$ cat src/rtl/assert_macros.svh
// assertion macros shared by the rtl modules
`ifndef ASSERT_MACROS_SVH
`define ASSERT_MACROS_SVH

`ifndef NO_ASSERTIONS
// clocked property, disabled while reset is asserted
`define PVD_ASSERT(lbl, clk, rst_n, prop) \
  lbl: assert property (@(posedge clk) disable iff (!rst_n) (prop)) \
    else $error("assertion failed");
// same with a caller supplied message
`define PVD_ASSERT_MSG(lbl, clk, rst_n, prop, msg) \
  lbl: assert property (@(posedge clk) disable iff (!rst_n) (prop)) \
    else $error(msg);
`else
`define PVD_ASSERT(lbl, clk, rst_n, prop)
`define PVD_ASSERT_MSG(lbl, clk, rst_n, prop, msg)
`endif

`endif

$ cat src/rtl/pvd_pkg.sv
// types, constants and helper functions of the polynomial evaluator
`default_nettype none

package pvd_pkg;

  localparam int NUM_COEFS      = 6;
  localparam int DATA_W         = 32;
  localparam int WIDE_W         = 64;
  localparam int DEG_W          = 3;
  localparam int LVL_W          = $clog2(NUM_COEFS);
  localparam int CFG_IDX_W      = 3;
  localparam int SCALE_W        = 5;
  localparam int MAX_DEGREE_DEF = 5;
  localparam int FRAC_BITS_DEF  = 16;
  localparam logic [DEG_W-1:0] DEGREE_RESET = 3'd5;

  // configuration register indexes
  localparam logic [CFG_IDX_W-1:0] REG_DEGREE     = 3'd0;
  localparam logic [CFG_IDX_W-1:0] REG_COEF_FIRST = 3'd1;
  localparam logic [CFG_IDX_W-1:0] REG_COEF_LAST  = 3'd6;

  localparam logic signed [WIDE_W-1:0] SAT_MAX = 64'sd2147483647;
  localparam logic signed [WIDE_W-1:0] SAT_MIN = -64'sd2147483648;

  typedef enum logic [1:0] {
    ST_IDLE,
    ST_RUN,
    ST_DRAIN,
    ST_FINISH
  } state_e;

  // one multiply per operation: next power, or a term of p, p' or p''
  typedef enum logic [1:0] {
    OP_POW,
    OP_POS,
    OP_VEL,
    OP_ACC
  } op_e;

  typedef struct packed {
    logic             start;
    logic             issue;
    op_e              op;
    logic [LVL_W-1:0] level;
    logic             finish;
  } cmd_t;

  typedef struct packed {
    logic out_blocked;
  } stat_t;

  typedef struct packed {
    logic                     sat;
    logic signed [DATA_W-1:0] val;
  } sat_t;

  // clamp a wide value to the signed 32-bit range
  function automatic sat_t sat32(input logic signed [WIDE_W-1:0] v);
    sat_t r;
    r.sat = 1'b0;
    r.val = v[DATA_W-1:0];
    if (v > SAT_MAX) begin
      r.sat = 1'b1;
      r.val = SAT_MAX[DATA_W-1:0];
    end else if (v < SAT_MIN) begin
      r.sat = 1'b1;
      r.val = SAT_MIN[DATA_W-1:0];
    end
    return r;
  endfunction

  // derivative weight of a term: k for p', k(k-1) for p''
  function automatic logic [SCALE_W-1:0] term_scale(input op_e op,
                                                    input logic [LVL_W-1:0] lvl);
    logic [SCALE_W-1:0] k1;
    logic [SCALE_W-1:0] k2;
    logic [SCALE_W-1:0] r;
    k1 = SCALE_W'(lvl) + 5'd1;
    k2 = k1 + 5'd1;
    case (op)
      OP_VEL:  r = k1;
      OP_ACC:  r = SCALE_W'(k1 * k2);
      default: r = 5'd1;
    endcase
    return r;
  endfunction

endpackage

`default_nettype wire

$ cat src/rtl/pvd_cfg.sv
// configuration registers: degree in use and the six coefficients
`default_nettype none

module pvd_cfg (
  input  logic                                   clk_i,
  input  logic                                   rst_ni,
  input  logic                                   cfg_valid_i,
  input  logic [pvd_pkg::CFG_IDX_W-1:0]          cfg_index_i,
  input  logic [pvd_pkg::DATA_W-1:0]             cfg_data_i,
  output logic [pvd_pkg::DEG_W-1:0]              degree_o,
  output logic signed [pvd_pkg::DATA_W-1:0]      coef_o [pvd_pkg::NUM_COEFS]
);

  logic [pvd_pkg::DEG_W-1:0]         degree_q;
  logic signed [pvd_pkg::DATA_W-1:0] coef_q [pvd_pkg::NUM_COEFS];
  logic [pvd_pkg::LVL_W-1:0]         coef_sel;

  assign coef_sel = pvd_pkg::LVL_W'(cfg_index_i - pvd_pkg::REG_COEF_FIRST);

  // register writes, unknown indexes ignored
  always_ff @(posedge clk_i or negedge rst_ni) begin
    if (!rst_ni) begin
      degree_q <= pvd_pkg::DEGREE_RESET;
      for (int i = 0; i < pvd_pkg::NUM_COEFS; i++) begin
        coef_q[i] <= '0;
      end
    end else if (cfg_valid_i) begin
      unique case (cfg_index_i)
        pvd_pkg::REG_DEGREE: begin
          degree_q <= cfg_data_i[pvd_pkg::DEG_W-1:0];
        end
        default: begin
          if (cfg_index_i >= pvd_pkg::REG_COEF_FIRST &&
              cfg_index_i <= pvd_pkg::REG_COEF_LAST) begin
            coef_q[coef_sel] <= cfg_data_i;
          end
        end
      endcase
    end
  end

  assign degree_o = degree_q;
  assign coef_o   = coef_q;

endmodule

`default_nettype wire

$ cat config.mk
export PLATFORM = sky130hd
export DESIGN_NAME = pvd_cfg
export DESIGN_NICKNAME = d
export VERILOG_FILES = /design/src/rtl/assert_macros.svh /design/src/rtl/pvd_pkg.sv /design/src/rtl/pvd_cfg.sv
export SDC_FILE = /design/constraint.sdc
export NUM_CORES = 1
export LEC_CHECK = 0
export BUFFER_PORTS_ARGS = -buffer_cell sky130_fd_sc_hd__buf_2
export CAP_MARGIN = 30
export CORE_MARGIN = 4
export CORE_UTILIZATION = 45
export CTS_BUF_LIST = sky130_fd_sc_hd__clkbuf_8 sky130_fd_sc_hd__clkbuf_16
export CTS_CLUSTER_SIZE = 25
export DETAILED_ROUTE_END_ITERATION = 16
export PLACE_DENSITY = 0.8
export SYNTH_ARGS = -nofsm -noshare
export SYNTH_HDL_FRONTEND = slang
export SYNTH_SLANG_ARGS = --single-unit
$ cat constraint.sdc
create_clock -name clk_i -period 0.8 [get_ports clk_i]
set_input_delay 0.16 -clock clk_i [delete_from_list [all_inputs] [get_ports clk_i]]
set_output_delay 0.16 -clock clk_i [all_outputs]
set_load 0.01 [all_outputs]
==> impl_results.md <==
* FF-to-FF path depth at 3
* Clk Latency, worst-skew pair at 0.43 ns
* Slew Viols, Final at 0
* Clock skew at 0 ns
* CP max FO at 14
* First-pass DRT Iterations at 4
* Share of post-route cells with drive strength above 1 at 0.766
* RSZ-0062 raised after global routing: yes
* Post-route cell area at 12400 sq um
* Critical Path End: coef_o[105]
* Synth top area share at 0.655
* Dpl cells at 902
* Adder-Cell Fraction of Synth Area at 0.00679
* Post-Synthesis Cells at 434
* Outcome: finished, violations left
* Yosys reg bits at 195
* Port Buf Inserts at 232
* Crit-path most repeated cell: buf_12
* Synth Flop Type: dfrtp_1
* Critical path startpoint: cfg_index_i[1]
* CP arrival at 2.05 ns
* Yosys cell types at 25
* Worst Setup Slack, final at -0.933 ns
* Worst-margin pin slew at 0.331 ns
* PD cells at 3240 nW/um^2
* Rows at 46
* Final Net Count at 878
* Mapped Area at 7380 sq um
* Gr usage total at 0.241
* Syn. warnings at 0
* CP endpoint kind: flip-flop
* Core ar. at 16000 sq um
* Final wirelength at 25300 microns
* Clock transition at path regs at 0.07 ns
* CTS H-tree lvls at 4
* Antenna violations before repair at 0
* Non-Filler Instances at 1065
* Fillers at 864
* GRT overflow at 0
* 1st-iter DRT viols at 221
* Worst Hold Class: in2reg
* CP Launch Type: input port
* TritonCTS Buffers at 17
* Ys async rst share at 1.00
* Via count at 5504
* Mapped Nets at 476
* Seq/Total Area, Yosys at 0.662
* Synth-to-layout area growth at 68.3%
* Peak Freq at 577 MHz
* R2R Setup Slk at -0.24 ns
* Vias per cell at 5.17
* Critical path type: in2reg
* Post-synth EDFFs at 0
* DIE AREA at 18500 sq um
* Simple logic cell fraction of the synthesized area at 0.0131
* Multiplexer share of the synthesized area at 0.298
* Launching point of the worst reg2reg path: coef_o[13]
* Number of routed nets with antenna violations at 0
* Largest net degree at the start of global routing at 31
* Core Util, Final at 0.776
* Num ports at 233
* Clock buffer depth at 2
* CTS tree: done
* Compound-Gate Fraction of Synth Area at 0.00407
* Total power at 40.3 mW
* Clk sinks at 195
* Syn avg cell area at 17.0 sq um
* Placement Cell Area at 9630 sq um
* Drc violations at 0
* Vias in the first global route at 5523
* CP required at 1.11 ns
* Gpl congestion at 0.787
* Initial core utilization at 0.461
* Xor and xnor area share after synthesis at 0
* Final Hold Viols at 0
* Reg-to-Reg End: coef_o[13]
* Period utilisation layout at 2.17
* Setup violations, final at 389
* Minimum clock period at 1.73 ns
* Die Height at 136 microns
* Area leader, netlist: dfrtp_1
* Cell Chain, Critical Path: buf_12 -> inv_12 -> ha_4 -> or4b_4 -> or3_4 -> buf_12 -> mux2_4
* Worst path slowest cell: or4b_4
* Root Driver: clkbuf_16
* Ant. Diodes at 0
* Crit path largest cell delay at 0.55 ns
* Worst relative slew slack at 0.779
* Maximum Capacitance Violations at 0
* Pleak at 6.52 nW
* Peak supply drop at 0.00173 V
* Post-DP HPWL at 13700 microns
* Synth area leaders: dfrtp_1 (65%), mux2_2 (25%), mux2_1 (5.0%)
* Die Width at 136 microns
* First-pass GRT wire length at 33300 microns
* Failing checks: negative setup slack
* DR WL/cell at 23.8 microns
* Largest family of logic cells by synthesized area: multiplexers
-- area by class of cell --
class / instances / area [sq um] / share of cell area
clock buffers: 17 / 425 / 0.0343
multi-input cells: 217 / 3210 / 0.258
inverters: 2 / 32.5 / 0.00262
well taps: 216 / 270 / 0.0218
flip-flops and latches: 195 / 4880 / 0.393
repair buffers: 403 / 3360 / 0.270
clock inverters: 15 / 244 / 0.0196
-- cell usage in the layout (no fill, tap or decap), drive strengths merged, types with 2 or more instances in the layout --
cell    instances
buf           399
nand2           2
inv             8
clkbuf         18
mux2          195
ha              4
dfrtp         193
dfstp           2
clkinv          4
nor2b           3
bufbuf          2
bufinv          5
-- worst min path at each step --
stage,from,cells past startpoint,end,slack [ns]
2_1_floorplan,rst_ni,0,coef_o[0],-0.14
3_3_place_gp,rst_ni,1,coef_o[42],0.06
3_5_place_dp,rst_ni,1,coef_o[105],0.06
4_1_cts,cfg_data_i[24],2,coef_o[184],0.02
5_1_grt,cfg_data_i[26],2,coef_o[58],0.04
6_report,cfg_data_i[27],2,coef_o[27],0.04
-- sequential cells by signal (all words and copies together), names as in the netlist --
name,flops
coef_o,192
degree_o,3
-- Yosys cell counts, drive strengths merged (2+ instances only) --
cell / count
mux2: 195
inv: 2
nor2b: 3
dfstp: 2
nand2: 2
ha: 4
dfrtp: 193
buf: 19
-- critical path: cells and delay by family --
kind,cells,cell delay [ns]
multiplexers,1,0.31
AND/OR/NAND/NOR,2,1.03
buffers and inverters,3,0.36
adder cells (fa/ha/maj),1,0.19
-- report_power, final --
group / switching, mW / internal, mW
Combinational: 5.63 / 9.62
Clock: 4.06 / 5.66
Sequential: 2.27 / 13.0
Total: 12.0 / 28.3
-- routing by layer --
layer  wire length, microns  up-vias  global-route usage
li1                       -     2343                   -
met1                   9990     2907               0.302
met2                  13200      203               0.398
met3                   1520       51              0.0718
met4                    631        0              0.0862
met5                      0        -                   0
-- per-stage QoR --
step,setup slack (ns),TNS [ns],hold WS [ns]
floorplan,-1.21,-175.13,-0.136
CTS,-0.915,-216.02,0.0200
global placement,-1.53,-252.70,0.0595
detailed placement,-1.58,-265.93,0.0632
global route,-0.950,-225.86,0.0407
finish,-0.933,-217.45,0.0410
-- cell families (layout without fill, tap and decap cells) --
kind of cell / Yosys count / after routing
buf+inv: 22 / 437
compound gates: 4 / 4
mux: 195 / 195
fa+ha+maj: 4 / 4
simple gates: 14 / 14
flops: 195 / 195
-- what timing repair did --
item | in CTS | in global routing
resized for setup | 106 | 119
gates cloned | 13 | 1
endpoints found under the setup margin | 390 | 389
setup buffers | 15 | 107
hold buffers | 1 | 0
endpoints found under the hold margin | 195 | 0
pin swaps | 6 | 5
(Power assumes the default switching activity.)
