### config.mk
export PLATFORM = sky130hd
export DESIGN_NAME = pvd_ctrl
export DESIGN_NICKNAME = d
export VERILOG_FILES = /design/src/rtl/pvd_pkg.sv /design/src/rtl/pvd_ctrl.sv
export VERILOG_INCLUDE_DIRS = /design/src /design/src/rtl
export SDC_FILE = /design/constraint.sdc
export NUM_CORES = 1
export LEC_CHECK = 0
export ABC_AREA = 0
export BUFFER_PORTS_ARGS = -buffer_cell sky130_fd_sc_hd__buf_4
export CAP_MARGIN = 20
export CELL_PAD_IN_SITES_DETAIL_PLACEMENT = 1
export CELL_PAD_IN_SITES_GLOBAL_PLACEMENT = 1
export CORE_ASPECT_RATIO = 0.7
export CORE_MARGIN = 1.5
export CORE_UTILIZATION = 36
export CTS_CLUSTER_DIAMETER = 100
export DETAILED_ROUTE_END_ITERATION = 16
export GPL_TIMING_DRIVEN = 1
export PLACE_DENSITY_LB_ADDON = 0.1
export SLEW_MARGIN = 30
export SYNTH_ARGS = -nofsm -noshare
export SYNTH_HDL_FRONTEND = slang
export SYNTH_SLANG_ARGS = --single-unit
### constraint.sdc
create_clock -name clk_i -period 2.3 [get_ports clk_i]
set_clock_uncertainty 0.15 [all_clocks]
set_input_delay 0.69 -clock clk_i [delete_from_list [all_inputs] [get_ports clk_i]]
set_output_delay 0.69 -clock clk_i [all_outputs]
set_load 0.02 [all_outputs]
### src/rtl/assert_macros.svh
// assertion macros shared by the rtl modules
`ifndef ASSERT_MACROS_SVH
`define ASSERT_MACROS_SVH

`ifndef NO_ASSERTIONS
// clocked property, disabled while reset is asserted
`define PVD_ASSERT(lbl, clk, rst_n, prop) \
  lbl: assert property (@(posedge clk) disable iff (!rst_n) (prop)) \
    else $error("assertion failed");
// same with a caller supplied message
`define PVD_ASSERT_MSG(lbl, clk, rst_n, prop, msg) \
  lbl: assert property (@(posedge clk) disable iff (!rst_n) (prop)) \
    else $error(msg);
`else
`define PVD_ASSERT(lbl, clk, rst_n, prop)
`define PVD_ASSERT_MSG(lbl, clk, rst_n, prop, msg)
`endif

`endif

### src/rtl/pvd_pkg.sv
// types, constants and helper functions of the polynomial evaluator
`default_nettype none

package pvd_pkg;

  localparam int NUM_COEFS      = 6;
  localparam int DATA_W         = 32;
  localparam int WIDE_W         = 64;
  localparam int DEG_W          = 3;
  localparam int LVL_W          = $clog2(NUM_COEFS);
  localparam int CFG_IDX_W      = 3;
  localparam int SCALE_W        = 5;
  localparam int MAX_DEGREE_DEF = 5;
  localparam int FRAC_BITS_DEF  = 16;
  localparam logic [DEG_W-1:0] DEGREE_RESET = 3'd5;

  // configuration register indexes
  localparam logic [CFG_IDX_W-1:0] REG_DEGREE     = 3'd0;
  localparam logic [CFG_IDX_W-1:0] REG_COEF_FIRST = 3'd1;
  localparam logic [CFG_IDX_W-1:0] REG_COEF_LAST  = 3'd6;

  localparam logic signed [WIDE_W-1:0] SAT_MAX = 64'sd2147483647;
  localparam logic signed [WIDE_W-1:0] SAT_MIN = -64'sd2147483648;

  typedef enum logic [1:0] {
    ST_IDLE,
    ST_RUN,
    ST_DRAIN,
    ST_FINISH
  } state_e;

  // one multiply per operation: next power, or a term of p, p' or p''
  typedef enum logic [1:0] {
    OP_POW,
    OP_POS,
    OP_VEL,
    OP_ACC
  } op_e;

  typedef struct packed {
    logic             start;
    logic             issue;
    op_e              op;
    logic [LVL_W-1:0] level;
    logic             finish;
  } cmd_t;

  typedef struct packed {
    logic out_blocked;
  } stat_t;

  typedef struct packed {
    logic                     sat;
    logic signed [DATA_W-1:0] val;
  } sat_t;

  // clamp a wide value to the signed 32-bit range
  function automatic sat_t sat32(input logic signed [WIDE_W-1:0] v);
    sat_t r;
    r.sat = 1'b0;
    r.val = v[DATA_W-1:0];
    if (v > SAT_MAX) begin
      r.sat = 1'b1;
      r.val = SAT_MAX[DATA_W-1:0];
    end else if (v < SAT_MIN) begin
      r.sat = 1'b1;
      r.val = SAT_MIN[DATA_W-1:0];
    end
    return r;
  endfunction

  // derivative weight of a term: k for p', k(k-1) for p''
  function automatic logic [SCALE_W-1:0] term_scale(input op_e op,
                                                    input logic [LVL_W-1:0] lvl);
    logic [SCALE_W-1:0] k1;
    logic [SCALE_W-1:0] k2;
    logic [SCALE_W-1:0] r;
    k1 = SCALE_W'(lvl) + 5'd1;
    k2 = k1 + 5'd1;
    case (op)
      OP_VEL:  r = k1;
      OP_ACC:  r = SCALE_W'(k1 * k2);
      default: r = 5'd1;
    endcase
    return r;
  endfunction

endpackage

`default_nettype wire

### src/rtl/pvd_ctrl.sv
// controller: sequences powers and term multiplies for one item
`default_nettype none
`include "assert_macros.svh"

module pvd_ctrl #(
  parameter int MAX_DEGREE = pvd_pkg::MAX_DEGREE_DEF
) (
  input  logic                      clk_i,
  input  logic                      rst_ni,
  input  logic                      in_valid_i,
  output logic                      in_ready_o,
  input  logic [pvd_pkg::DEG_W-1:0] degree_i,
  input  pvd_pkg::stat_t            stat_i,
  output pvd_pkg::cmd_t             cmd_o
);

  localparam int CAP_INT = (MAX_DEGREE < pvd_pkg::NUM_COEFS - 1) ?
                           MAX_DEGREE : pvd_pkg::NUM_COEFS - 1;
  localparam logic [pvd_pkg::LVL_W-1:0] CAP = pvd_pkg::LVL_W'(CAP_INT);

  pvd_pkg::state_e           state_q, state_d;
  pvd_pkg::op_e              op_q, op_d;
  logic [pvd_pkg::LVL_W-1:0] level_q, level_d;
  logic [pvd_pkg::LVL_W-1:0] deg_eff;
  logic [pvd_pkg::LVL_W-1:0] nl_level;
  pvd_pkg::op_e              nl_op;

  // effective degree
  assign deg_eff = (pvd_pkg::LVL_W'(degree_i) > CAP) ? CAP : pvd_pkg::LVL_W'(degree_i);

  // first operation of the next power level
  assign nl_level = level_q + 3'd1;
  assign nl_op    = (nl_level < deg_eff) ? pvd_pkg::OP_POW : pvd_pkg::OP_POS;

  // state register
  always_ff @(posedge clk_i or negedge rst_ni) begin
    if (!rst_ni) begin
      state_q <= pvd_pkg::ST_IDLE;
      op_q    <= pvd_pkg::OP_POW;
      level_q <= '0;
    end else begin
      state_q <= state_d;
      op_q    <= op_d;
      level_q <= level_d;
    end
  end

  // next state and commands
  always_comb begin
    state_d    = state_q;
    op_d       = op_q;
    level_d    = level_q;
    in_ready_o = 1'b0;
    cmd_o      = '0;
    unique case (state_q)
      pvd_pkg::ST_IDLE: begin
        in_ready_o = 1'b1;
        if (in_valid_i) begin
          cmd_o.start = 1'b1;
          state_d     = pvd_pkg::ST_RUN;
          level_d     = '0;
          op_d        = (deg_eff != '0) ? pvd_pkg::OP_POW : pvd_pkg::OP_POS;
        end
      end
      pvd_pkg::ST_RUN: begin
        cmd_o.issue = 1'b1;
        cmd_o.op    = op_q;
        cmd_o.level = level_q;
        unique case (op_q)
          pvd_pkg::OP_POW: begin
            op_d = pvd_pkg::OP_POS;
          end
          pvd_pkg::OP_POS: begin
            if (level_q < deg_eff) begin
              op_d = pvd_pkg::OP_VEL;
            end else begin
              state_d = pvd_pkg::ST_DRAIN;
            end
          end
          pvd_pkg::OP_VEL: begin
            if ({1'b0, level_q} + 4'd2 <= {1'b0, deg_eff}) begin
              op_d = pvd_pkg::OP_ACC;
            end else begin
              op_d    = nl_op;
              level_d = nl_level;
            end
          end
          pvd_pkg::OP_ACC: begin
            op_d    = nl_op;
            level_d = nl_level;
          end
          default: begin
            state_d = pvd_pkg::ST_IDLE;
          end
        endcase
      end
      pvd_pkg::ST_DRAIN: begin
        state_d = pvd_pkg::ST_FINISH;
      end
      pvd_pkg::ST_FINISH: begin
        if (!stat_i.out_blocked) begin
          cmd_o.finish = 1'b1;
          state_d      = pvd_pkg::ST_IDLE;
        end
      end
      default: begin
        state_d = pvd_pkg::ST_IDLE;
      end
    endcase
  end

  // schedule checks
  `PVD_ASSERT(a_level_in_range, clk_i, rst_ni, cmd_o.issue |-> cmd_o.level <= deg_eff)
  `PVD_ASSERT_MSG(a_pow_below_deg, clk_i, rst_ni, (cmd_o.issue && cmd_o.op == pvd_pkg::OP_POW) |-> cmd_o.level < deg_eff, "power step beyond degree")
  `PVD_ASSERT(a_start_then_issue, clk_i, rst_ni, cmd_o.start |=> cmd_o.issue)

endmodule

`default_nettype wire

==> run summary <==
Met1 WL -> 1190 um
Post-synthesis async set-or-reset flop share -> 100%
Yosys top cell area share -> 23.5%
Largest net degree at the start of global routing -> 10
GP Congestion -> 0.824
CP top delay family -> compound AO/OA/AOI/OAI gates
Synthesized area -> 744 um2
Delay of the slowest cell on the worst path -> 560 ps
DR iter-0 viols -> 27
Max Fclk -> 437 MHz
Row count -> 13
Root Buffer -> clkbuf_4
Die Y -> 41.0 um
Routed vias -> 693
Worst Setup End Kind -> register
Setup_tns -> 0 ps
Status -> finished clean
# H-tree levels -> 1
Share of layout cells above drive strength 1 -> 38.1%
Final core occ -> 56.6%
Slew Viols, Final -> 0
Period utilization -> 99.4%
Port bufs -> 15
Metal2 WL -> 944 um
Max cap viols -> 0
CP required -> 2280 ps
Worst EP arrival -> 2270 ps
Diode count -> 0
Hold-fix buffers, CTS -> 0
Drt first pass iters -> 4
Seq cells post-synth -> 7
Gr ovfl total -> 0
RSZ-0062 raised after global routing -> yes
Clock slew at reported path FFs -> 60 ps
Number of nets in the layout -> 135
Critical path class -> primary input to register
Top_reg_cell synth -> dfrtp_1
Top routing layer used -> met4
Die Wd -> 57.4 um
Avg Cell Area, Syn -> 8.97 um2
PD cells -> 965 mW/mm2
Detailed Place HPWL -> 1650 um
Worst setup SP type -> primary input
Synth Warn # -> 0
Critical-path top delay cell -> fa_2
I/O pins -> 16
Number of global-route vias before repair -> 637
Worst Hold Class -> primary input to async pin
CTS max path bufs -> 2
Post-synth cell types -> 31
EDFF count, synth -> 0
R2R Setup Slk -> 70 ps
Initial Util -> 39.1%
Total CTS buffers -> 3
Pleak -> 0.537 nW
CP bufs+invs -> 3
Routed wire length -> 2200 um
Power, Total -> 1.04 mW
CTS tree -> done
Core area -> 0.00190 mm2
Area contributors post-synth -> dfrtp_1, ha_1, and2_1
Final setup fails -> 0
Final Hold Viols -> 0
Area grow syn2layout -> 44.7%
DRC errors left -> 0
VDD IR max -> 541 uV
Cell taking the most area after synthesis -> dfrtp_1
Cells after synthesis -> 83
Met3 wire length -> 47 um
Routed Antenna Nets -> 0
Critical Path Fanout Max -> 4
Post-Syn Nets -> 104
Clk_lat worst skew -> 260 ps
Clock sink count -> 7
Register area share after synthesis -> 23.5%
Antenna violations before repair -> 0
Crit-path cells -> buf_12, inv_8, fa_2, nand2b_4, a221oi_4, buf_4, a211oi_1, a211o_1
Vias/cell -> 5.13
Slew HR -> 75.0%
Tot GR Track Use -> 19.3%
Tmin final -> 2290 ps
Wire per inst -> 16.3 um
Die Area -> 0.00235 mm2
First-pass GRT wire length -> 3190 um
Actual slew at the worst max-slew pin -> 364 ps
## Yosys cell counts (2+ instances only)
| master | number |
|---|---|
| a21o_1 | 3 |
| a21oi_1 | 4 |
| and2_1 | 6 |
| dfrtp_1 | 7 |
| ha_1 | 13 |
| inv_1 | 10 |
| nand2_1 | 7 |
| nand2b_1 | 5 |
| nand3_1 | 2 |
| nor2_1 | 3 |
| o21ai_1 | 3 |
## registers in the layout (all words and copies together) (netlist names)
name and count:
state_q 2, level_q 3, op_q 2
## power by group
part	total, mW	leakage (nW)	switching, mW	internal (mW)
combinational	0.697	0.432	0.369	0.328
sequential	0.227	0.0904	0.0609	0.166
clock	0.115	0.0150	0.0490	0.0664
## routing by layer
metal | vias up | track usage, %
met3 | 2 | 1.89
met2 | 14 | 30.1
li1 | 348 | -
met1 | 329 | 27.9
met4 | 0 | 6.98
met5 | - | 0
## stage by stage
step | cells | setup slack, ps | hold WS [ps] | instance area, um2
floorplan | 83 | -28.7 | 244 | 752
global placement | 129 | -271 | 354 | 962
detailed placement | 129 | -268 | 357 | 962
CTS | 133 | 1.60 | 75.6 | 991
global route | 135 | -32.4 | 81.2 | 1080
finish | 135 | 12.8 | 81.8 | 1080
## layout by cell type, fill, tap and decap left out, drive strengths merged
| master | count |
|---|---|
| nand2 | 7 |
| and4b | 1 |
| nor3 | 1 |
| nor2b | 1 |
| a22oi | 1 |
| a41o | 1 |
| ha | 13 |
| inv | 10 |
| o31ai | 1 |
| a211oi | 1 |
| nor4 | 1 |
| a21o | 3 |
| dfrtp | 7 |
| nand3 | 2 |
| o21a | 1 |
| fa | 1 |
| nand2b | 6 |
| buf | 27 |
| a211o | 1 |
| mux2i | 1 |
| nor2 | 3 |
| o21bai | 1 |
| and2 | 6 |
| a21boi | 1 |
| clkbuf | 4 |
| a221oi | 1 |
| mux2 | 1 |
| a21oi | 4 |
| o21ai | 4 |
| o2111ai | 1 |
## worst reg2reg max path, cell delays in order, from the launching register on
cell and delay, ps:
dfrtp_1 420, fa_2 630, nand2b_4 70, a221oi_4 360, buf_4 170, a211oi_1 60, a211o_1 240
## cell type report
type | instances | area (um2)
clock buffers | 4 | 26.3
fillers | 226 | 826
inverters | 10 | 45.0
multi-input cells | 65 | 588
flip-flops and latches | 7 | 175
well taps | 22 | 27.5
repair buffers | 27 | 215
## path summary, 6_finish.rpt
kind                                  start          to  cells past startpoint
worst min register to register   state_q[1]  state_q[1]                      1
min in group clk_i               state_q[1]  state_q[1]                      1
worst max-delay path            degree_i[2]     op_q[0]                      8
worst max register to register   level_q[1]     op_q[0]                      6
max in group asynchronous            rst_ni     op_q[0]                      1
worst min-delay path                 rst_ni  level_q[0]                      1
## cell families (layout without fill, tap and decap cells)
logic type      after synthesis  after routing  share of synthesized area [%]
fa+ha+maj                    14             14                           24.5
simple gates                 28             28                           21.7
buf+inv                      11             41                           5.71
compound gates               21             21                           21.7
mux                           2              2                           2.86
flops                         7              7                           23.5
## repair_timing
action                                  CTS  global route
gates resized for setup                   1            12
setup buffers                             0             2
pin swaps                                 1             5
endpoints found under the setup margin    2             8
(Power assumes the default switching activity.)
