**config.mk**
```make
export PLATFORM = sky130hd
export DESIGN_NAME = pvd_dp
export DESIGN_NICKNAME = d
export VERILOG_FILES = /design/src/rtl/pvd_pkg.sv /design/src/rtl/pvd_dp.sv
export VERILOG_INCLUDE_DIRS = /design/src /design/src/rtl
export SDC_FILE = /design/constraint.sdc
export NUM_CORES = 2
export LEC_CHECK = 0
export BUFFER_PORTS_ARGS = -buffer_cell sky130_fd_sc_hd__buf_2
export CAP_MARGIN = 5
export CORE_MARGIN = 8
export CORE_UTILIZATION = 42
export DETAILED_ROUTE_END_ITERATION = 8
export HOLD_SLACK_MARGIN = 0.1
export SYNTH_ARGS = -nofsm -noshare
export SYNTH_HDL_FRONTEND = slang
export SYNTH_SLANG_ARGS = --single-unit
export TNS_END_PERCENT = 5
```
**constraint.sdc**
```tcl
create_clock -name clk_i -period 23.9 [get_ports clk_i]
set_input_delay 4.78 -clock clk_i [delete_from_list [all_inputs] [get_ports clk_i]]
set_output_delay 4.78 -clock clk_i [all_outputs]
set_load 0.02 [all_outputs]
```
**src/rtl/assert_macros.svh**
```systemverilog
// assertion macros shared by the rtl modules
`ifndef ASSERT_MACROS_SVH
`define ASSERT_MACROS_SVH

`ifndef NO_ASSERTIONS
// clocked property, disabled while reset is asserted
`define PVD_ASSERT(lbl, clk, rst_n, prop) \
  lbl: assert property (@(posedge clk) disable iff (!rst_n) (prop)) \
    else $error("assertion failed");
// same with a caller supplied message
`define PVD_ASSERT_MSG(lbl, clk, rst_n, prop, msg) \
  lbl: assert property (@(posedge clk) disable iff (!rst_n) (prop)) \
    else $error(msg);
`else
`define PVD_ASSERT(lbl, clk, rst_n, prop)
`define PVD_ASSERT_MSG(lbl, clk, rst_n, prop, msg)
`endif

`endif

```
**src/rtl/pvd_pkg.sv**
```systemverilog
// types, constants and helper functions of the polynomial evaluator
`default_nettype none

package pvd_pkg;

  localparam int NUM_COEFS      = 6;
  localparam int DATA_W         = 32;
  localparam int WIDE_W         = 64;
  localparam int DEG_W          = 3;
  localparam int LVL_W          = $clog2(NUM_COEFS);
  localparam int CFG_IDX_W      = 3;
  localparam int SCALE_W        = 5;
  localparam int MAX_DEGREE_DEF = 5;
  localparam int FRAC_BITS_DEF  = 16;
  localparam logic [DEG_W-1:0] DEGREE_RESET = 3'd5;

  // configuration register indexes
  localparam logic [CFG_IDX_W-1:0] REG_DEGREE     = 3'd0;
  localparam logic [CFG_IDX_W-1:0] REG_COEF_FIRST = 3'd1;
  localparam logic [CFG_IDX_W-1:0] REG_COEF_LAST  = 3'd6;

  localparam logic signed [WIDE_W-1:0] SAT_MAX = 64'sd2147483647;
  localparam logic signed [WIDE_W-1:0] SAT_MIN = -64'sd2147483648;

  typedef enum logic [1:0] {
    ST_IDLE,
    ST_RUN,
    ST_DRAIN,
    ST_FINISH
  } state_e;

  // one multiply per operation: next power, or a term of p, p' or p''
  typedef enum logic [1:0] {
    OP_POW,
    OP_POS,
    OP_VEL,
    OP_ACC
  } op_e;

  typedef struct packed {
    logic             start;
    logic             issue;
    op_e              op;
    logic [LVL_W-1:0] level;
    logic             finish;
  } cmd_t;

  typedef struct packed {
    logic out_blocked;
  } stat_t;

  typedef struct packed {
    logic                     sat;
    logic signed [DATA_W-1:0] val;
  } sat_t;

  // clamp a wide value to the signed 32-bit range
  function automatic sat_t sat32(input logic signed [WIDE_W-1:0] v);
    sat_t r;
    r.sat = 1'b0;
    r.val = v[DATA_W-1:0];
    if (v > SAT_MAX) begin
      r.sat = 1'b1;
      r.val = SAT_MAX[DATA_W-1:0];
    end else if (v < SAT_MIN) begin
      r.sat = 1'b1;
      r.val = SAT_MIN[DATA_W-1:0];
    end
    return r;
  endfunction

  // derivative weight of a term: k for p', k(k-1) for p''
  function automatic logic [SCALE_W-1:0] term_scale(input op_e op,
                                                    input logic [LVL_W-1:0] lvl);
    logic [SCALE_W-1:0] k1;
    logic [SCALE_W-1:0] k2;
    logic [SCALE_W-1:0] r;
    k1 = SCALE_W'(lvl) + 5'd1;
    k2 = k1 + 5'd1;
    case (op)
      OP_VEL:  r = k1;
      OP_ACC:  r = SCALE_W'(k1 * k2);
      default: r = 5'd1;
    endcase
    return r;
  endfunction

endpackage

`default_nettype wire

```
**src/rtl/pvd_dp.sv**
```systemverilog
// datapath: shared multiplier, power registers, accumulators, output register
`default_nettype none
`include "assert_macros.svh"

module pvd_dp #(
  parameter int FRAC_BITS = pvd_pkg::FRAC_BITS_DEF
) (
  input  logic                              clk_i,
  input  logic                              rst_ni,
  input  pvd_pkg::cmd_t                     cmd_i,
  output pvd_pkg::stat_t                    stat_o,
  input  logic signed [pvd_pkg::DATA_W-1:0] sample_point_i,
  input  logic signed [pvd_pkg::DATA_W-1:0] coef_i [pvd_pkg::NUM_COEFS],
  input  logic                              out_ready_i,
  output logic                              out_valid_o,
  output logic signed [pvd_pkg::DATA_W-1:0] position_o,
  output logic signed [pvd_pkg::DATA_W-1:0] velocity_o,
  output logic signed [pvd_pkg::DATA_W-1:0] acceleration_o,
  output logic                              overflow_o
);

  localparam logic signed [pvd_pkg::DATA_W-1:0] W_ONE = 32'sd1 <<< FRAC_BITS;

  logic signed [pvd_pkg::DATA_W-1:0] x_q;
  logic signed [pvd_pkg::DATA_W-1:0] pw_q [pvd_pkg::NUM_COEFS];
  logic [pvd_pkg::NUM_COEFS-1:0]     pm_q;

  logic signed [pvd_pkg::WIDE_W-1:0] prod_q;
  logic                              s2_valid_q;
  pvd_pkg::op_e                      s2_op_q;
  logic [pvd_pkg::LVL_W-1:0]         s2_lvl_q;
  logic                              s2_pm_q;
  logic                              s2_nz_q;

  logic signed [pvd_pkg::WIDE_W-1:0] p_q, v_q, a_q;
  logic                              ovf_q;

  logic                              out_valid_q;
  logic signed [pvd_pkg::DATA_W-1:0] pos_q, vel_q, acc_q;
  logic                              oflag_q;

  logic [pvd_pkg::LVL_W-1:0]         coef_off;
  logic [pvd_pkg::LVL_W-1:0]         cidx;
  logic signed [pvd_pkg::DATA_W-1:0] op_a, op_b;
  logic signed [pvd_pkg::WIDE_W-1:0] prod_d;

  logic signed [pvd_pkg::WIDE_W-1:0] sh;
  pvd_pkg::sat_t                     pw_sat;
  logic [pvd_pkg::SCALE_W-1:0]       scale;
  logic signed [pvd_pkg::WIDE_W-1:0] term;
  logic [pvd_pkg::LVL_W-1:0]         wr_idx;

  pvd_pkg::sat_t                     p_sat, v_sat, a_sat;

  // operand select for the multiplier
  always_comb begin
    case (cmd_i.op)
      pvd_pkg::OP_VEL: coef_off = 3'd1;
      pvd_pkg::OP_ACC: coef_off = 3'd2;
      default:         coef_off = 3'd0;
    endcase
  end

  assign cidx   = cmd_i.level + coef_off;
  assign op_a   = (cmd_i.op == pvd_pkg::OP_POW) ? x_q : coef_i[cidx];
  assign op_b   = pw_q[cmd_i.level];
  assign prod_d = op_a * op_b;

  // floor shift, power clamp and derivative weighting
  assign sh     = prod_q >>> FRAC_BITS;
  assign pw_sat = pvd_pkg::sat32(sh);
  assign scale  = pvd_pkg::term_scale(s2_op_q, s2_lvl_q);
  assign term   = pvd_pkg::WIDE_W'(sh * $signed({1'b0, scale}));
  assign wr_idx = s2_lvl_q + 3'd1;

  // final clamp of the three sums
  assign p_sat = pvd_pkg::sat32(p_q);
  assign v_sat = pvd_pkg::sat32(v_q);
  assign a_sat = pvd_pkg::sat32(a_q);

  // pipeline and output valid bits
  always_ff @(posedge clk_i or negedge rst_ni) begin
    if (!rst_ni) begin
      s2_valid_q  <= 1'b0;
      out_valid_q <= 1'b0;
    end else begin
      s2_valid_q <= cmd_i.issue;
      if (cmd_i.finish) begin
        out_valid_q <= 1'b1;
      end else if (out_ready_i) begin
        out_valid_q <= 1'b0;
      end
    end
  end

  // datapath registers
  always_ff @(posedge clk_i) begin
    if (cmd_i.start) begin
      x_q     <= sample_point_i;
      pw_q[0] <= W_ONE;
      pm_q[0] <= 1'b0;
      p_q     <= '0;
      v_q     <= '0;
      a_q     <= '0;
      ovf_q   <= 1'b0;
    end
    if (cmd_i.issue) begin
      prod_q   <= prod_d;
      s2_op_q  <= cmd_i.op;
      s2_lvl_q <= cmd_i.level;
      s2_pm_q  <= pm_q[cmd_i.level];
      s2_nz_q  <= (op_a != '0);
    end
    if (s2_valid_q) begin
      case (s2_op_q)
        pvd_pkg::OP_POW: begin
          pw_q[wr_idx] <= pw_sat.val;
          pm_q[wr_idx] <= s2_pm_q | pw_sat.sat;
        end
        pvd_pkg::OP_POS: p_q <= p_q + term;
        pvd_pkg::OP_VEL: v_q <= v_q + term;
        default:         a_q <= a_q + term;
      endcase
      if (s2_op_q != pvd_pkg::OP_POW) begin
        ovf_q <= ovf_q | (s2_pm_q & s2_nz_q);
      end
    end
    if (cmd_i.finish) begin
      pos_q   <= p_sat.val;
      vel_q   <= v_sat.val;
      acc_q   <= a_sat.val;
      oflag_q <= ovf_q | p_sat.sat | v_sat.sat | a_sat.sat;
    end
  end

  assign stat_o.out_blocked = out_valid_q & ~out_ready_i;

  assign out_valid_o    = out_valid_q;
  assign position_o     = pos_q;
  assign velocity_o     = vel_q;
  assign acceleration_o = acc_q;
  assign overflow_o     = oflag_q;

  // sequencing checks
  `PVD_ASSERT(a_finish_drained, clk_i, rst_ni, cmd_i.finish |-> !s2_valid_q)
  `PVD_ASSERT(a_start_drained, clk_i, rst_ni, cmd_i.start |-> !s2_valid_q)
  `PVD_ASSERT_MSG(a_out_from_finish, clk_i, rst_ni, $rose(out_valid_q) |-> $past(cmd_i.finish), "result without finish")

endmodule

`default_nettype wire

```
==> impl_summary.txt <==
----------------------------------------------------
[Min path]
  Hold/Removal Path Class ... register to register

[Drt]
  Mean routed wirelength per cell ... 21.9 um
  # DRC ... 0
  Detailed-route vias per instance ... 5.49
  Drt initial violations ... 4455
  First drt pass iteration count ... 6
  Vias ... 61000
  Antenna-violating nets left ... 0
  Total routed wirelength ... 243 mm

[Timing]
  Total Negative Setup Slacks ... 0 ns
  Maximum achievable frequency ... 60.0 MHz
  Setup-failing EPs final ... 0
  Max-slew headroom ... 0.0990
  Period minus WS final ... 16.67 ns
  Final setup skew ... 0.0633 ns
  Pins Over Slew Limit ... 0
  Part of the cycle the worst path needs ... 0.697
  Unrepaired setup endpoints after global routing ... no
  Number of hold violations in the final report ... 0
  Transition time at the pin with the least slew margin ... 1.35 ns

[Setup path]
  Startpoint types ... input port
  Family with the most delay on the worst path ... adder cells
  Maximum fanout along the worst path ... 35
  Critical path start-end classification ... input port to register
  Crit-path max cell delay ... 1.20 ns
  Critical path endpoint category ... register
  Cell occurring most often along the worst timing path ... fa_1
  Arrival time at the worst endpoint ... 17.04 ns
  Data required time of the worst path ... 24.27 ns
  Cell with the largest stage delay on the worst path ... fa_4
  Critical path buffers and inverters ... 10

[Placement]
  DPL Wire Length ... 186 mm
  Number of port buffers ... 333
  Final RePlAce weighted congestion ... 0.921

[Global routing]
  Gr usage total ... 0.238
  Number of global-route vias before repair ... 63400
  First-pass GRT wire length ... 374 mm
  Largest net degree at the start of global routing ... 125
  Antenna violations before repair ... 11
  GRT overflow ... 0

[Die]
  Horizontal die dimension ... 448 um
  Initial core utilization ... 0.423
  Die area ... 201000 um^2
  Die outline height ... 448 um
  Placement Rows ... 158
  Number of ports placed on the die boundary ... 334
  Core area ... 185000 um^2

[Synthesis]
  Most used DFF post-synth ... edfxtp_1
  Share of async-settable or async-resettable flops after synthesis ... 0.00347
  Number of enable-type register cells in the synthesized netlist ... 381
  Nets in the synthesized netlist ... 10400
  Count of mapped cells out of synthesis ... 8462
  Top cells by area, synth ... fa_1 (31%), edfxtp_1 (15%), ha_1 (7.9%), inv_1 (6.8%), nand2_1 (5.8%)
  Mapped Area ... 78400 um^2
  Yosys reg bits ... 577
  Total number of yosys warnings ... 0
  Share of the yosys chip area belonging to registers ... 0.196
  Mean post-synth cell area ... 9.27 um^2
  Synth area leader ... fa_1
  Unique cell type count in the Yosys netlist ... 87
  Share of the synthesized area in the top cell type ... 0.315

[Clock network]
  CTS buffer count ... 68
  Total clock sinks ... 577
  Hold buffers post-CTS ... 0
  Clock latency on the worst-skew pair ... 0.69 ns
  Cells resized by post-CTS repair ... 0
  Bufs on Longest Clock Path ... 3
  Clock tree root buffer cell ... clkbuf_16
  Number of H-tree levels ... 3
  Clock tree from TritonCTS ... yes
  Setup bufs post-CTS ... 0
  Clock transition at path regs ... 0.06 ns

[Cells and area]
  Most common library cell in the layout ignoring fill and taps ... inv_1
  Share of post-route cells with drive strength above 1 ... 0.0895
  Highest-count cells in the layout ignoring fill and taps ... inv_1 (1414), fa_1 (1232), nand2_1 (1205), ha_1 (495), edfxtp_1 (381)
  Post-layout nets ... 10500
  Fillers ... 17800
  Relative area change from synthesis to final layout ... 9.07%

[Outcome]
  Run status ... finished, final reports clean

[Run]
  Max-cap violation count ... 0

----------------------------------------------------
==> sequential cells by signal, indices dropped and copies added, names as in the netlist, 6 cells and up <==
register / cells
v_q: 64
x_q: 32
acceleration_o: 32
position_o: 32
pm_q: 6
a_q: 64
prod_q: 48
pw_q: 192
p_q: 64
velocity_o: 32
==> cell families (layout without fill, tap and decap cells) <==
family	Yosys count	count (layout)	synth area share
buffers and inverters	1847	1987	0.0886
other	0	20	0
AND/OR/NAND/NOR	2632	2632	0.160
flip-flops	577	577	0.196
adder cells (fa/ha/maj)	1729	1729	0.394
multiplexers	144	144	0.0293
XOR/XNOR	278	278	0.0311
AO/OA/AOI/OAI	1255	1255	0.101
==> layout make-up <==
type,instances,area (um^2),share of cell area
multi-input combinational,6038,56800,0.664
tap,2480,3100,0.0363
timing repair buffer,448,2540,0.0297
inverter,1415,5320,0.0622
clock buffer,84,1780,0.0208
clock inverter,40,578,0.00676
antenna,20,50.0,0.000585
sequential,577,15400,0.180
==> per-stage QoR <==
| step | worst slack (ns) | utilization | cells | hold WS, ns | area, um^2 |
|---|---|---|---|---|---|
| detailed placement | 6.76 | 0.448 | 11000 | 0.473 | 83100 |
| global placement | 6.83 | 0.448 | 11000 | 0.464 | 83100 |
| CTS | 7.42 | 0.461 | 11100 | 0.484 | 85500 |
| global route | 6.73 | 0.461 | 11100 | 0.516 | 85500 |
| finish | 7.23 | 0.461 | 11100 | 0.482 | 85500 |
| floorplan | 8.65 | - | 8462 | 0.417 | 78400 |
==> cells in the mapped netlist (91+ instances only) <==
master    number
a21o_1       201
a21oi_1      338
and2_1       224
and3_1       151
clkbuf_1     403
dfxtp_1      194
edfxtp_1     381
fa_1        1233
ha_1         496
inv_1       1414
nand2_1     1206
nand3_1      279
nand4_1       91
nor2_1       235
nor2b_1      212
o21ai_0      320
xnor2_1      158
xor2_1       120
==> worst reg2reg max path, delay by kind of cell, from the launching register on <==
family	cells	cell delay [ns]
AO/OA/AOI/OAI	15	5.01
adder cells (fa/ha/maj)	9	3.71
XOR/XNOR	6	1.91
AND/OR/NAND/NOR	6	0.87
flip-flops	1	0.56
buffers and inverters	4	0.51
multiplexers	1	0.27
==> worst paths after layout <==
kind,start,to,slack (ns),cells past startpoint
setup / recovery,cmd_i[2],prod_q[58],7.23,34
hold / removal,a_q[0],a_q[0],0.48,2
setup reg to reg,s2_lvl_q[0],v_q[63],10.98,41
hold reg to reg,a_q[0],a_q[0],0.48,2
max in group asynchronous,rst_ni,s2_valid_q,19.95,1
min in group asynchronous,rst_ni,out_valid_o,3.86,1
==> per-layer routing <==
layer / vias up / wire [um] / part of all wire / track usage
met1: 30900 / 100000 / 0.41 / 0.311
met3: 397 / 16100 / 0.066 / 0.0331
met2: 2046 / 118000 / 0.49 / 0.404
met5: - / 0 / 0 / 0
met4: 0 / 8830 / 0.036 / 0.0868
li1: 27600 / - / - / -
Power is left out: the tool's default activity adds up to more than one toggle a clock period on the data nets, which glitch-free logic cannot reach.
